==> config.mk <==
export PLATFORM = sky130hd
export DESIGN_NAME = semaphore_task_scheduler_core
export DESIGN_NICKNAME = d
export VERILOG_FILES = /design/src/sv/sts_pkg.sv /design/src/sv/sts_front.sv /design/src/sv/sts_back.sv /design/src/sv/semaphore_task_scheduler_core.sv
export VERILOG_INCLUDE_DIRS = /design/src /design/src/sv
export SDC_FILE = /design/constraint.sdc
export NUM_CORES = 2
export LEC_CHECK = 0
export BUFFER_PORTS_ARGS = -buffer_cell sky130_fd_sc_hd__buf_2
export CAP_MARGIN = 40
export CORE_MARGIN = 5
export CORE_UTILIZATION = 52
export DETAILED_ROUTE_END_ITERATION = 7
export GPL_ROUTABILITY_DRIVEN = 1
export PLACE_DENSITY = 0.65
export REMOVE_ABC_BUFFERS = 1
export SLEW_MARGIN = 20
export SYNTH_ARGS = -nofsm -noshare
export SYNTH_HDL_FRONTEND = slang
export SYNTH_HIERARCHICAL = 1
export SYNTH_SLANG_ARGS = --single-unit
==> constraint.sdc <==
create_clock -name clk -period 21.4 [get_ports clk]
set_clock_uncertainty 0.2 [all_clocks]
set_input_delay 2.14 -clock clk [delete_from_list [all_inputs] [get_ports clk]]
set_output_delay 2.14 -clock clk [all_outputs]
set_load 0.005 [all_outputs]
==> src/sv/assert_macros.svh <==
// assertion helpers for the scheduler core
`ifndef ASSERT_MACROS_SVH
`define ASSERT_MACROS_SVH

// implication checked every clock outside reset
`define CHK_IMPL(label, ante, cons) \
  label: assert property (@(posedge clk) disable iff (rst) (ante) |-> (cons)) \
    else $error("check failed");

// implication whose consequent is checked in the cycle after the antecedent
`define CHK_NEXT(label, ante, cons) \
  label: assert property (@(posedge clk) disable iff (rst) (ante) |=> (cons)) \
    else $error("check failed");

`endif

==> src/sv/sts_pkg.sv <==
package sts_pkg;

  // table and semaphore sizes
  localparam int SYSTEM_TASKS = 2;
  localparam int USER_PROCS = 6;
  localparam int SEM_COUNT = 4;
  localparam int TABLE_SIZE = SYSTEM_TASKS + USER_PROCS;
  localparam int RING_W = (USER_PROCS > 1) ? $clog2(USER_PROCS) : 1;

  typedef enum logic [2:0] {
    CMD_LOAD   = 3'd0,
    CMD_SETCNT = 3'd1,
    CMD_SINIT  = 3'd2,
    CMD_WAIT   = 3'd3,
    CMD_SIGNAL = 3'd4,
    CMD_SLEEP  = 3'd5,
    CMD_SCHED  = 3'd6,
    CMD_NOP    = 3'd7
  } cmd_t;

  // classified command passed from front to back
  typedef struct packed {
    cmd_t        cmd;
    logic        ent_ok;
    logic        sem_ok;
    logic [2:0]  ent;
    logic [1:0]  si;
    logic [15:0] word;
    logic [23:0] slp;
    logic [10:0] secs;
    logic        flag;
  } op_t;

  typedef struct packed {
    logic [2:0]  current_task;
    logic        none_ready;
    logic [7:0]  sem_count;
    logic [2:0]  woken_task;
    logic        woken_valid;
    logic        caller_blocked;
  } res_t;

  typedef enum logic [2:0] {
    ST_IDLE, ST_EXEC, ST_SCAN, ST_REFILL, ST_SCAN2, ST_MUL, ST_DONE
  } state_t;

  localparam logic [23:0] MAX24 = 24'hFFFFFF;
  // milliseconds to seconds: multiply by 2^29/1000 rounded up, exact for 20 bits
  localparam logic [19:0] MS_RECIP = 20'd536871;
  localparam int MS_SHIFT = 29;
  localparam int unsigned SLEEP_FIX = 10;

endpackage

==> src/sv/sts_front.sv <==
module sts_front (
  input  logic          clk,
  input  logic          rst,
  input  logic          push,
  output logic          full,
  input  logic [2:0]    command,
  input  logic [2:0]    entry_index,
  input  logic [1:0]    sem_index,
  input  logic [15:0]   word_value,
  input  logic [23:0]   sleep_count,
  input  logic [19:0]   duration_ms,
  input  logic          sleep_flag,
  output logic          q_valid,
  output sts_pkg::op_t  q_op,
  input  logic          q_take
);

  // two entry queue between classify and execute
  sts_pkg::op_t slot [2];
  logic [1:0] cnt;
  logic rd_ptr, wr_ptr;
  sts_pkg::op_t op_in;
  logic do_push;
  logic [39:0] ms_scaled;

  // whole seconds by reciprocal multiplication
  assign ms_scaled = 40'(duration_ms) * 40'(sts_pkg::MS_RECIP);

  // classify the incoming command
  always_comb begin
    op_in.cmd    = sts_pkg::cmd_t'(command);
    op_in.ent_ok = 32'(entry_index) < sts_pkg::TABLE_SIZE;
    op_in.sem_ok = 32'(sem_index) < sts_pkg::SEM_COUNT;
    op_in.ent    = entry_index;
    op_in.si     = sem_index;
    op_in.word   = word_value;
    op_in.slp    = sleep_count;
    op_in.secs   = ms_scaled[sts_pkg::MS_SHIFT+10:sts_pkg::MS_SHIFT];
    op_in.flag   = sleep_flag;
  end

  assign full = cnt == 2'd2;
  assign do_push = push && !full;
  assign q_valid = cnt != 2'd0;
  assign q_op = slot[rd_ptr];

  always_ff @(posedge clk) begin
    if (do_push) slot[wr_ptr] <= op_in;
  end

  // queue pointers and fill count
  always_ff @(posedge clk) begin
    if (rst) begin
      cnt <= '0;
      rd_ptr <= 1'b0;
      wr_ptr <= 1'b0;
    end else begin
      if (do_push) wr_ptr <= !wr_ptr;
      if (q_take) rd_ptr <= !rd_ptr;
      cnt <= cnt + 2'(do_push) - 2'(q_take);
    end
  end

endmodule

==> src/sv/sts_back.sv <==
module sts_back (
  input  logic          clk,
  input  logic          rst,
  input  logic [9:0]    tick_rate,
  input  logic          q_valid,
  input  sts_pkg::op_t  q_op,
  output logic          q_take,
  output logic          empty,
  input  logic          pop,
  output sts_pkg::res_t res
);

  localparam int USER_PROCS = sts_pkg::USER_PROCS;
  localparam int SEM_COUNT = sts_pkg::SEM_COUNT;
  localparam int TABLE_SIZE = sts_pkg::TABLE_SIZE;
  localparam int RW = sts_pkg::RING_W;

  sts_pkg::state_t state, state_next;
  sts_pkg::op_t op;
  logic [15:0] prio_store [TABLE_SIZE];
  logic [15:0] tick_store [TABLE_SIZE];
  logic [23:0] sleep_store [TABLE_SIZE];
  logic [TABLE_SIZE-1:0] blocked_marks, sleep_mode_marks;
  logic [2:0] running_task;
  logic signed [7:0] sem_counts [SEM_COUNT];
  logic [2:0] wait_rings [SEM_COUNT][USER_PROCS];
  logic [RW-1:0] ring_heads [SEM_COUNT];
  logic [RW-1:0] ring_tails [SEM_COUNT];
  logic [3:0] idx;
  logic [15:0] best;
  logic [2:0] best_idx;
  logic [23:0] prod;
  logic out_full;
  logic [2:0] r_task;
  logic r_none, r_wv, r_blk;
  logic [2:0] r_wt;
  logic [7:0] r_cnt;
  logic w_none, w_wv, w_blk;
  logic [2:0] w_wt;
  logic [7:0] w_cnt;

  logic [2:0] ei;
  logic [1:0] si;
  logic signed [7:0] c_cur;
  logic [RW-1:0] hd, tl;
  logic scan_ok;
  logic [33:0] full_prod;

  assign ei = op.ent;
  assign si = op.si;
  assign c_cur = sem_counts[si];
  assign hd = ring_heads[si];
  assign tl = ring_tails[si];
  assign scan_ok = sleep_store[idx[2:0]] == '0 && !blocked_marks[idx[2:0]]
                   && tick_store[idx[2:0]] > best;
  assign full_prod = 34'(op.secs) * 34'(tick_rate) * 34'(sts_pkg::SLEEP_FIX);
  assign q_take = state == sts_pkg::ST_IDLE && q_valid;
  assign empty = !out_full;
  assign res = '{r_task, r_none, r_cnt, r_wt, r_wv, r_blk};

  // next state
  always_comb begin
    state_next = state;
    unique case (state)
      sts_pkg::ST_IDLE: if (q_valid) state_next = sts_pkg::ST_EXEC;
      sts_pkg::ST_EXEC: begin
        unique case (op.cmd)
          sts_pkg::CMD_WAIT:
            state_next = (op.sem_ok && (c_cur - 8'sd1) < 0 && c_cur != -8'sd128)
                         || (op.sem_ok && c_cur == -8'sd128)
                         ? sts_pkg::ST_SCAN : sts_pkg::ST_DONE;
          sts_pkg::CMD_SLEEP: state_next = sts_pkg::ST_MUL;
          sts_pkg::CMD_SCHED: state_next = sts_pkg::ST_SCAN;
          default: state_next = sts_pkg::ST_DONE;
        endcase
      end
      sts_pkg::ST_MUL: state_next = sts_pkg::ST_SCAN;
      sts_pkg::ST_SCAN:
        if (idx == 4'(TABLE_SIZE)) state_next = best != '0 ? sts_pkg::ST_DONE
                                                          : sts_pkg::ST_REFILL;
      sts_pkg::ST_REFILL: state_next = sts_pkg::ST_SCAN2;
      sts_pkg::ST_SCAN2: if (idx == 4'(TABLE_SIZE)) state_next = sts_pkg::ST_DONE;
      sts_pkg::ST_DONE: if (!out_full) state_next = sts_pkg::ST_IDLE;
      default: state_next = sts_pkg::ST_IDLE;
    endcase
  end

  always_ff @(posedge clk) begin
    if (rst) state <= sts_pkg::ST_IDLE;
    else state <= state_next;
  end

  always_ff @(posedge clk) begin
    if (q_take) op <= q_op;
  end

  // table, semaphores and scan datapath
  always_ff @(posedge clk) begin
    if (rst) begin
      for (int i = 0; i < TABLE_SIZE; i++) begin
        prio_store[i] <= '0;
        tick_store[i] <= '0;
        sleep_store[i] <= '0;
      end
      for (int s = 0; s < SEM_COUNT; s++) begin
        sem_counts[s] <= '0;
        ring_heads[s] <= '0;
        ring_tails[s] <= '0;
      end
      blocked_marks <= '0;
      sleep_mode_marks <= '0;
      running_task <= '0;
      out_full <= 1'b0;
    end else begin
      if (pop && out_full) out_full <= 1'b0;
      unique case (state)
        sts_pkg::ST_IDLE: begin
          w_none <= 1'b0;
          w_cnt <= '0;
          w_wt <= '0;
          w_wv <= 1'b0;
          w_blk <= 1'b0;
          idx <= '0;
          best <= '0;
        end
        sts_pkg::ST_EXEC: begin
          unique case (op.cmd)
            sts_pkg::CMD_LOAD: if (op.ent_ok) prio_store[ei] <= op.word;
            sts_pkg::CMD_SETCNT: if (op.ent_ok) begin
              tick_store[ei] <= op.word;
              sleep_store[ei] <= op.slp;
            end
            sts_pkg::CMD_SINIT: if (op.sem_ok) begin
              sem_counts[si] <= op.word > 16'd127 ? 8'sd127 : 8'(op.word);
              w_cnt <= op.word > 16'd127 ? 8'd127 : 8'(op.word);
              ring_heads[si] <= '0;
              ring_tails[si] <= '0;
            end
            sts_pkg::CMD_WAIT: if (op.sem_ok) begin
              sem_counts[si] <= c_cur == -8'sd128 ? c_cur : c_cur - 8'sd1;
              w_cnt <= c_cur == -8'sd128 ? c_cur : c_cur - 8'sd1;
              if (c_cur <= 8'sd0) begin
                blocked_marks[running_task] <= 1'b1;
                wait_rings[si][tl] <= running_task;
                ring_tails[si] <= 32'(tl) == USER_PROCS - 1 ? '0 : tl + 1'b1;
                w_blk <= 1'b1;
              end
            end
            sts_pkg::CMD_SIGNAL: if (op.sem_ok) begin
              sem_counts[si] <= c_cur == 8'sd127 ? c_cur : c_cur + 8'sd1;
              w_cnt <= c_cur == 8'sd127 ? c_cur : c_cur + 8'sd1;
              if (c_cur < 8'sd0) begin
                blocked_marks[wait_rings[si][hd]] <= 1'b0;
                w_wt <= wait_rings[si][hd];
                w_wv <= 1'b1;
                ring_heads[si] <= 32'(hd) == USER_PROCS - 1 ? '0 : hd + 1'b1;
              end
            end
            default: ;
          endcase
          prod <= full_prod > 34'(sts_pkg::MAX24) ? sts_pkg::MAX24 : 24'(full_prod);
        end
        sts_pkg::ST_MUL: begin
          sleep_store[running_task] <= prod;
          sleep_mode_marks[running_task] <= op.flag;
        end
        sts_pkg::ST_SCAN, sts_pkg::ST_SCAN2: begin
          if (idx != 4'(TABLE_SIZE)) begin
            if (scan_ok) begin
              best <= tick_store[idx[2:0]];
              best_idx <= idx[2:0];
            end
            idx <= idx + 4'd1;
          end else begin
            if (best != '0) running_task <= best_idx;
            else if (state == sts_pkg::ST_SCAN2) w_none <= 1'b1;
            idx <= '0;
          end
        end
        sts_pkg::ST_REFILL: begin
          for (int i = 0; i < TABLE_SIZE; i++)
            if (tick_store[i] == '0) tick_store[i] <= prio_store[i];
        end
        // result register only loads once the previous result has left
        sts_pkg::ST_DONE: if (!out_full) begin
          out_full <= 1'b1;
          r_task <= running_task;
          r_none <= w_none;
          r_cnt <= w_cnt;
          r_wt <= w_wt;
          r_wv <= w_wv;
          r_blk <= w_blk;
        end
        default: ;
      endcase
    end
  end

endmodule

==> src/sv/semaphore_task_scheduler_core.sv <==
// a command passes through the two-entry input queue, then the back end runs
// exec and done for table and semaphore commands; a blocking wait, sleep or
// schedule adds a table scan (sleep after a multiply step), and a refill and second scan when none is ready
// throughput: one command at a time, set by the serial eight-entry scan
// rst (synchronous, active high) clears the table, semaphores and queues
// tick_rate resets to 100
`include "assert_macros.svh"
module semaphore_task_scheduler_core (
  input  logic              clk,
  input  logic              rst,
  input  logic              cfg_we,
  input  logic [9:0]        cfg_wdata,
  input  logic              push,
  output logic              full,
  input  logic [2:0]        command,
  input  logic [2:0]        entry_index,
  input  logic [1:0]        sem_index,
  input  logic [15:0]       word_value,
  input  logic [23:0]       sleep_count,
  input  logic [19:0]       duration_ms,
  input  logic              sleep_flag,
  output logic              empty,
  input  logic              pop,
  output logic [2:0]        current_task,
  output logic              none_ready,
  output logic signed [7:0] sem_count,
  output logic [2:0]        woken_task,
  output logic              woken_valid,
  output logic              caller_blocked
);

  logic [9:0] tick_rate;
  logic q_valid, q_take;
  sts_pkg::op_t q_op;
  sts_pkg::res_t res;

  // configuration register
  always_ff @(posedge clk) begin
    if (rst) tick_rate <= 10'd100;
    else if (cfg_we) tick_rate <= cfg_wdata;
  end

  sts_front u_front (
    .clk, .rst, .push, .full, .command, .entry_index, .sem_index,
    .word_value, .sleep_count, .duration_ms, .sleep_flag,
    .q_valid, .q_op, .q_take
  );

  sts_back u_back (
    .clk, .rst, .tick_rate, .q_valid, .q_op, .q_take, .empty, .pop, .res
  );

  assign current_task   = res.current_task;
  assign none_ready     = res.none_ready;
  assign sem_count      = res.sem_count;
  assign woken_task     = res.woken_task;
  assign woken_valid    = res.woken_valid;
  assign caller_blocked = res.caller_blocked;

  // a result never reports both a wake and a block
  `CHK_IMPL(a_wake_block, !empty, !(woken_valid && caller_blocked))
  // a result that stays unpopped stays present and keeps its current task
  `CHK_NEXT(a_hold, !empty && !pop, $stable(current_task) && !empty)
  // the back end takes from the queue only when it holds something
  `CHK_IMPL(a_take, q_take, q_valid)

endmodule

Yosys cells after proc, flatten, opt, wreduce, memory -nomap -nowiden
Memories as Yosys holds them, arrays and structs flattened. A register that Yosys moved wholly into a read port is not among the register bits.
Index checks and enable logic that the tools add are counted.
{ "totals": {"register_bits": 109, "ramBits": 696, "in_bits": 84, "output_inout_bits": 19, "elab_cells": 342, "mem_count": 8} }
{ "mem_list": {"columns": ["memory", "words", "word_bits", "rd", "rd_clocked_by_memory_dff", "write_ports", "line", "rtl"], "rows": [
  ["u_back.sleep_store", 8, 24, 1, 1, 8, "sts_back.sv:22", "logic [23:0] sleep_store [TABLE_SIZE];"],
  ["u_back.prio_store", 8, 16, 8, 0, 8, "sts_back.sv:20", "logic [15:0] prio_store [TABLE_SIZE];"],
  ["u_back.tick_store", 8, 16, 9, 1, 8, "sts_back.sv:21", "logic [15:0] tick_store [TABLE_SIZE];"],
  ["u_front.slot", 2, 60, 1, 1, 1, "sts_front.sv:19", "sts_pkg::op_t slot [2];"],
  ["u_back.wait_rings", 4, 18, 1, 0, 1, "sts_back.sv:26", "logic [2:0] wait_rings [SEM_COUNT][USER_PROCS];"],
  ["u_back.sem_counts", 4, 8, 1, 0, 4, "sts_back.sv:25", "logic signed [7:0] sem_counts [SEM_COUNT];"],
  ["2 more memories", null, null, null, null, null, null, null]
]} }
{ "classes": {"add_sub_neg": 8, "multipliers": 3, "n_lt_le_gt_ge": 14, "n_eq_ne": 42, "mux": 168, "bitwise_logic": 20, "n_reduce_logical": 53} }
{ "op_table": {"columns": ["operator", "n"], "rows": [
  ["$mux 16", 12],
  ["$logic_not 16->1", 8],
  ["$mux 8", 13],
  ["$mux 1", 96],
  ["$mux 3", 24],
  ["$mux 24", 2],
  ["$reduce_or 24->1", 2],
  ["$mul 20x20->40 const B", 1],
  ["$lt 32x1->1 const B", 1],
  ["$pmux 16 s2", 1],
  ["$pmux 8 s2", 2],
  ["$reduce_or 16->1", 2],
  ["$ne 2x1->1 const B", 14],
  ["$gt 25x24->1 const B", 1],
  ["$eq 3x3->1 const B", 8],
  ["$logic_not 24->1", 1],
  ["$mul 21x3->24 const B", 1],
  ["$pmux 8 s3", 1],
  ["$mul 11x10->21", 1],
  ["$pmux 3 s7", 1],
  ["$mux 18", 1],
  ["$eq 8x8->1 const B", 2],
  ["$gt 16x16->1", 1],
  ["$gt 16x7->1 const B", 1],
  ["52 further kinds", 111]
]} }

Depth between registers and ports, before layout
An unclocked memory read counts as a cell.
{ "logic_depth": {"ltp_word": 14, "ltp_mapped": 30, "depth_no_buf": 27} }

Modules after synthesis
The synthesis kept the hierarchy.
{ "by_module_without_submodules": {"columns": ["module", "instances", "cells_per_inst", "area_per_inst_um2", "seq_area_each_um2"], "rows": [
  ["sts_back", 1, 2790, 35890.7, 21550.7],
  ["sts_front", 1, 726, 9646.8, 3703.6],
  ["semaphore_task_scheduler_core", 1, 32, 361.6, 200.2]
]} }

Least setup slack after synthesis
No wires, ideal clock.
{ "synth_timing": {"kind": "flip-flop to flip-flop", "start": "reg u_back.state[2]", "end": "reg u_front.cnt[1]", "setup_time_ps": 115, "arrival_time_ps": 8983, "required_ps": 21085, "path_slack_ps": 12103, "path_stages_with_launch": 10, "period_less_slack_ps": 9297, "cell_sequence": "dfxtp_1 buf_2 clkbuf_1 nor4b_1 ha_1 inv_1 ha_1 xor2_1 xnor2_1 nor2_1"} }
{ "synth_between": {"elab_chain_len": 3} }
{ "synth_rtl": {"columns": ["item", "line", "rtl"], "rows": [
  ["from (decl)", "sts_back.sv:18", "sts_pkg::state_t state, state_next;"],
  ["from (signal assigned)", "sts_back.sv:89", "if (rst) state <= sts_pkg::ST_IDLE;"],
  ["from (signal assigned)", "sts_back.sv:90", "else state <= state_next;"],
  ["$logic_not 3->1", "sts_back.sv:57", "assign q_take = state == sts_pkg::ST_IDLE && q_valid;"],
  ["$logic_and 1x1->1", "sts_back.sv:57", null],
  ["via q_take", "semaphore_task_scheduler_core.sv:33", "logic q_valid, q_take;"],
  ["$sub 2x1->2", "sts_front.sv:60", "cnt <= cnt + 2'(do_push) - 2'(q_take);"],
  ["to (signal assigned)", "sts_front.sv:60", null],
  ["to (decl)", "sts_front.sv:20", "logic [1:0] cnt;"]
]} }
The timed path passes the listed nets, and every way through them passes these cells.
A chain may end at the register's enable or synchronous reset.

Worst setup path after layout
{ "layout_timing": {"start": "reg tick_rate[3]", "end": "reg u_back.prod[18], data pin"} }
{ "layout_between": {"elab_chain_len": 3} }
{ "layout_rtl": {"columns": ["item", "line", "rtl"], "rows": [
  ["from (decl)", "semaphore_task_scheduler_core.sv:32", "logic [9:0] tick_rate;"],
  ["from (signal assigned)", "semaphore_task_scheduler_core.sv:40", "else if (cfg_we) tick_rate <= cfg_wdata;"],
  ["$mul 11x10->21 (*)", "sts_back.sv:56", "assign full_prod = 34'(op.secs) * 34'(tick_rate) * 34'(sts_pkg::SLEEP_FIX);"],
  ["$mul 21x3->24 (*)", "sts_back.sv:56", null],
  ["$gt 25x24->1", "sts_back.sv:161", "prod <= full_prod > 34'(sts_pkg::MAX24) ? sts_pkg::MAX24 : 24'(full_prod);"],
  ["to (signal assigned)", "sts_back.sv:161", null],
  ["to (decl)", "sts_back.sv:32", "logic [23:0] prod;"]
]} }
Mark *: on every way between the ends. The rest lies on a longest branch, timed or not.

==> summary.md <==
| Metric | Value |
|---|---|
| Postcts setup bufs | `0` |
| Vias per cell | `~5.7` |
| Max Fanout on Critical Path | `23` |
| Arrival time at the worst endpoint | `~8.3 ns` |
| Crit path time final | `a little over 8 ns` |
| Period utilization | `approximately two fifths` |
| Largest net degree at the start of global routing | `about 110` |
| Slew headroom | `approximately two fifths` |
| Final wirelength | `105200 um` |
| DIE AREA | `approximately 94000 um2` |
| Row Count | `between 100 and 150` |
| Cell count after synthesis | `approximately 3500` |
| Routed len/inst | `~21 um` |
| Final standard cell area without fillers | `51020 um2` |
| Mapped Area | `between 40000 and 50000 um2` |
| Critical setup path kind | `register to register` |
| Hold WS | `between 0.2 and 0.25 ns` |
| Area delta synth->final | `11.33%` |
| Drt first pass iters | `7` |
| Grt ovf | `0` |
| DRT antenna net count | `0` |
| Hold/Removal Path Class | `register to register` |
| DP HPWL | `roughly 74000 um` |
| Clock-pin slew on the worst setup and hold paths | `around 0.060 ns` |
| Clock Latency Late Sink | `about 0.66 ns` |
| Initial DRC Count | `2148` |
| Number of fill cells | `6968` |
| Hold Crit Start | `u_back/w_cnt[1]` |
| CTS resizes | `0` |
| Max_cap viols | `0` |
| Max H-tree Level | `3` |
| # IOs | `a little over 100` |
| Reg-to-reg startpoint | `tick_rate[3]` |
| Max Clock Freq | `approximately 120 MHz` |
| CTS tree | `done` |
| Core Area | `a little under 90000 um2` |
| Clock sink count | `approximately 870` |
| Vias after detailed routing | `27980` |
| Critical path startpoint | `tick_rate[3]` |
| Num CTS Buffers | `89` |
| CP Capture Type | `register` |
| Nets | `~4200` |
| Final setup vio count | `0` |
| Final Hold Fails | `0` |
| Max Transition Viols Final | `0` |
| Vias in the first global route | `~28000` |
| Critical Path RT | `between 20 and 25 ns` |
| Layout cells sized above 1 | `between 15 and 20%` |
| Placer Congestion | `approximately 0.88` |
| Avg Cell Area, Syn | `between 10 and 15 um2` |
| DP Area | `slightly below 50000 um2` |
| Final TNS setup | `0 ns` |
| Initial Util | `52.58%` |
| Die H | `about 310 um` |
| Clock Path Buffers | `3` |
| Total GRT Usage | `about 22%` |
| CTS Root Cell | `clkbuf_16` |
| Hold buffer count at cts | `0` |
| Outcome | `complete, no violations` |
| First-pass GRT wire length | `163900 um` |
| Worst Tran Pin Value | `0.8943 ns` |
| Nature of the critical path startpoint | `register` |
| IO Port Bufs | `just over 100` |
| RSZ-0062 raised after global routing | `false` |
| DRC | `0` |
| Die width | `306.9 um` |
| Initial antenna violation count | `5` |
| Ys Warns | `6` |
[worst max-delay path: stages (launching register included)]
cell,delay (ns)
dfxtp_1,0.60
nand2_1,0.15
fa_1,0.56
inv_1,0.05
fa_1,0.49
inv_1,0.05
fa_1,0.47
inv_1,0.05
fa_1,0.52
inv_1,0.05
fa_1,0.52
inv_1,0.04
ha_1,0.34
o21a_1,0.23
o2111a_1,0.23
o21a_1,0.14
o31ai_1,0.29
nor2b_1,0.19
xnor2_1,0.16
ha_1,0.28
ha_1,0.39
a21oi_1,0.24
o221ai_1,0.16
a21oi_1,0.28
o211ai_1,0.18
nand3_1,0.11
a21o_1,0.57
nand2_1,0.26
[flip-flops by register name, indices dropped and copies added, names as in the netlist, 10 cells and up, named ones only]
name,cells
u_back/op,56
u_back/tick_store,128
u_back/sleep_store,192
u_back/ring_tails,12
u_back/wait_rings,72
u_back/best,16
u_back/sem_counts,32
u_back/prod,24
u_front/slot,118
u_back/ring_heads,12
tick_rate,10
u_back/prio_store,128
[cells in the final DEF (no fill, tap or decap), types with 24 or more instances in the layout]
cell type and instances:
clkbuf_16 91, mux2i_1 49, nand2b_1 60, mux2_2 80
buf_2 101, inv_1 283, and2_1 172, dfxtp_1 64
xnor2_1 30, nand2_1 201, fa_1 156, nor2_1 350
nor3_1 52, nor4_1 76, ha_1 286, edfxtp_1 801
o21ai_0 106, nand3_1 35, a21oi_1 60, buf_4 74
mux4_2 65, a22o_1 97, clkbuf_1 24
[final cells by class]
type	instances	area (um2)	share of cell area (%)
Sequential cell	868	25400	49.78
Timing Repair Buffer	204	1506	2.953
Clock buffer	119	2422	4.748
Multi-Input combinational cell	2213	18710	36.66
Inverter	286	1075	2.107
Antenna cell	2	5.005	0.009809
Tap cell	1155	1445	2.832
Clock inverter	46	462.9	0.9074
[stage by stage]
step                      util [%]  std cells  setup WS, ns
after detailed placement     55.13       4721         13.26
after global placement       54.70       4694         13.26
final                        58.54       4893         13.24
after global routing         58.53       4891         12.64
after CTS                    58.44       4886         13.26
after floorplan                  -       3367         12.29
[metal layers]
layer	up-vias	global-route usage (%)	part of all wire (%)
li1	13050	-	-
met1	13910	33.00	45
met2	904	36.24	47
met3	121	2.774	6.8
met4	4	5.153	1.9
met5	-	0	0.026
[worst paths after layout]
| kind | depth (start not counted) | end | slack, ns |
|---|---|---|---|
| max | 27 | u_back/prod[18] | 13.24 |
| min | 0 | u_back/r_cnt[1] | 0.22 |
| max reg2reg | 27 | u_back/prod[18] | 13.24 |
| min reg2reg | 0 | u_back/r_cnt[1] | 0.22 |
Power is not shown: default switching activity piles up to over one toggle a cycle in this logic, so the estimate is an artifact.
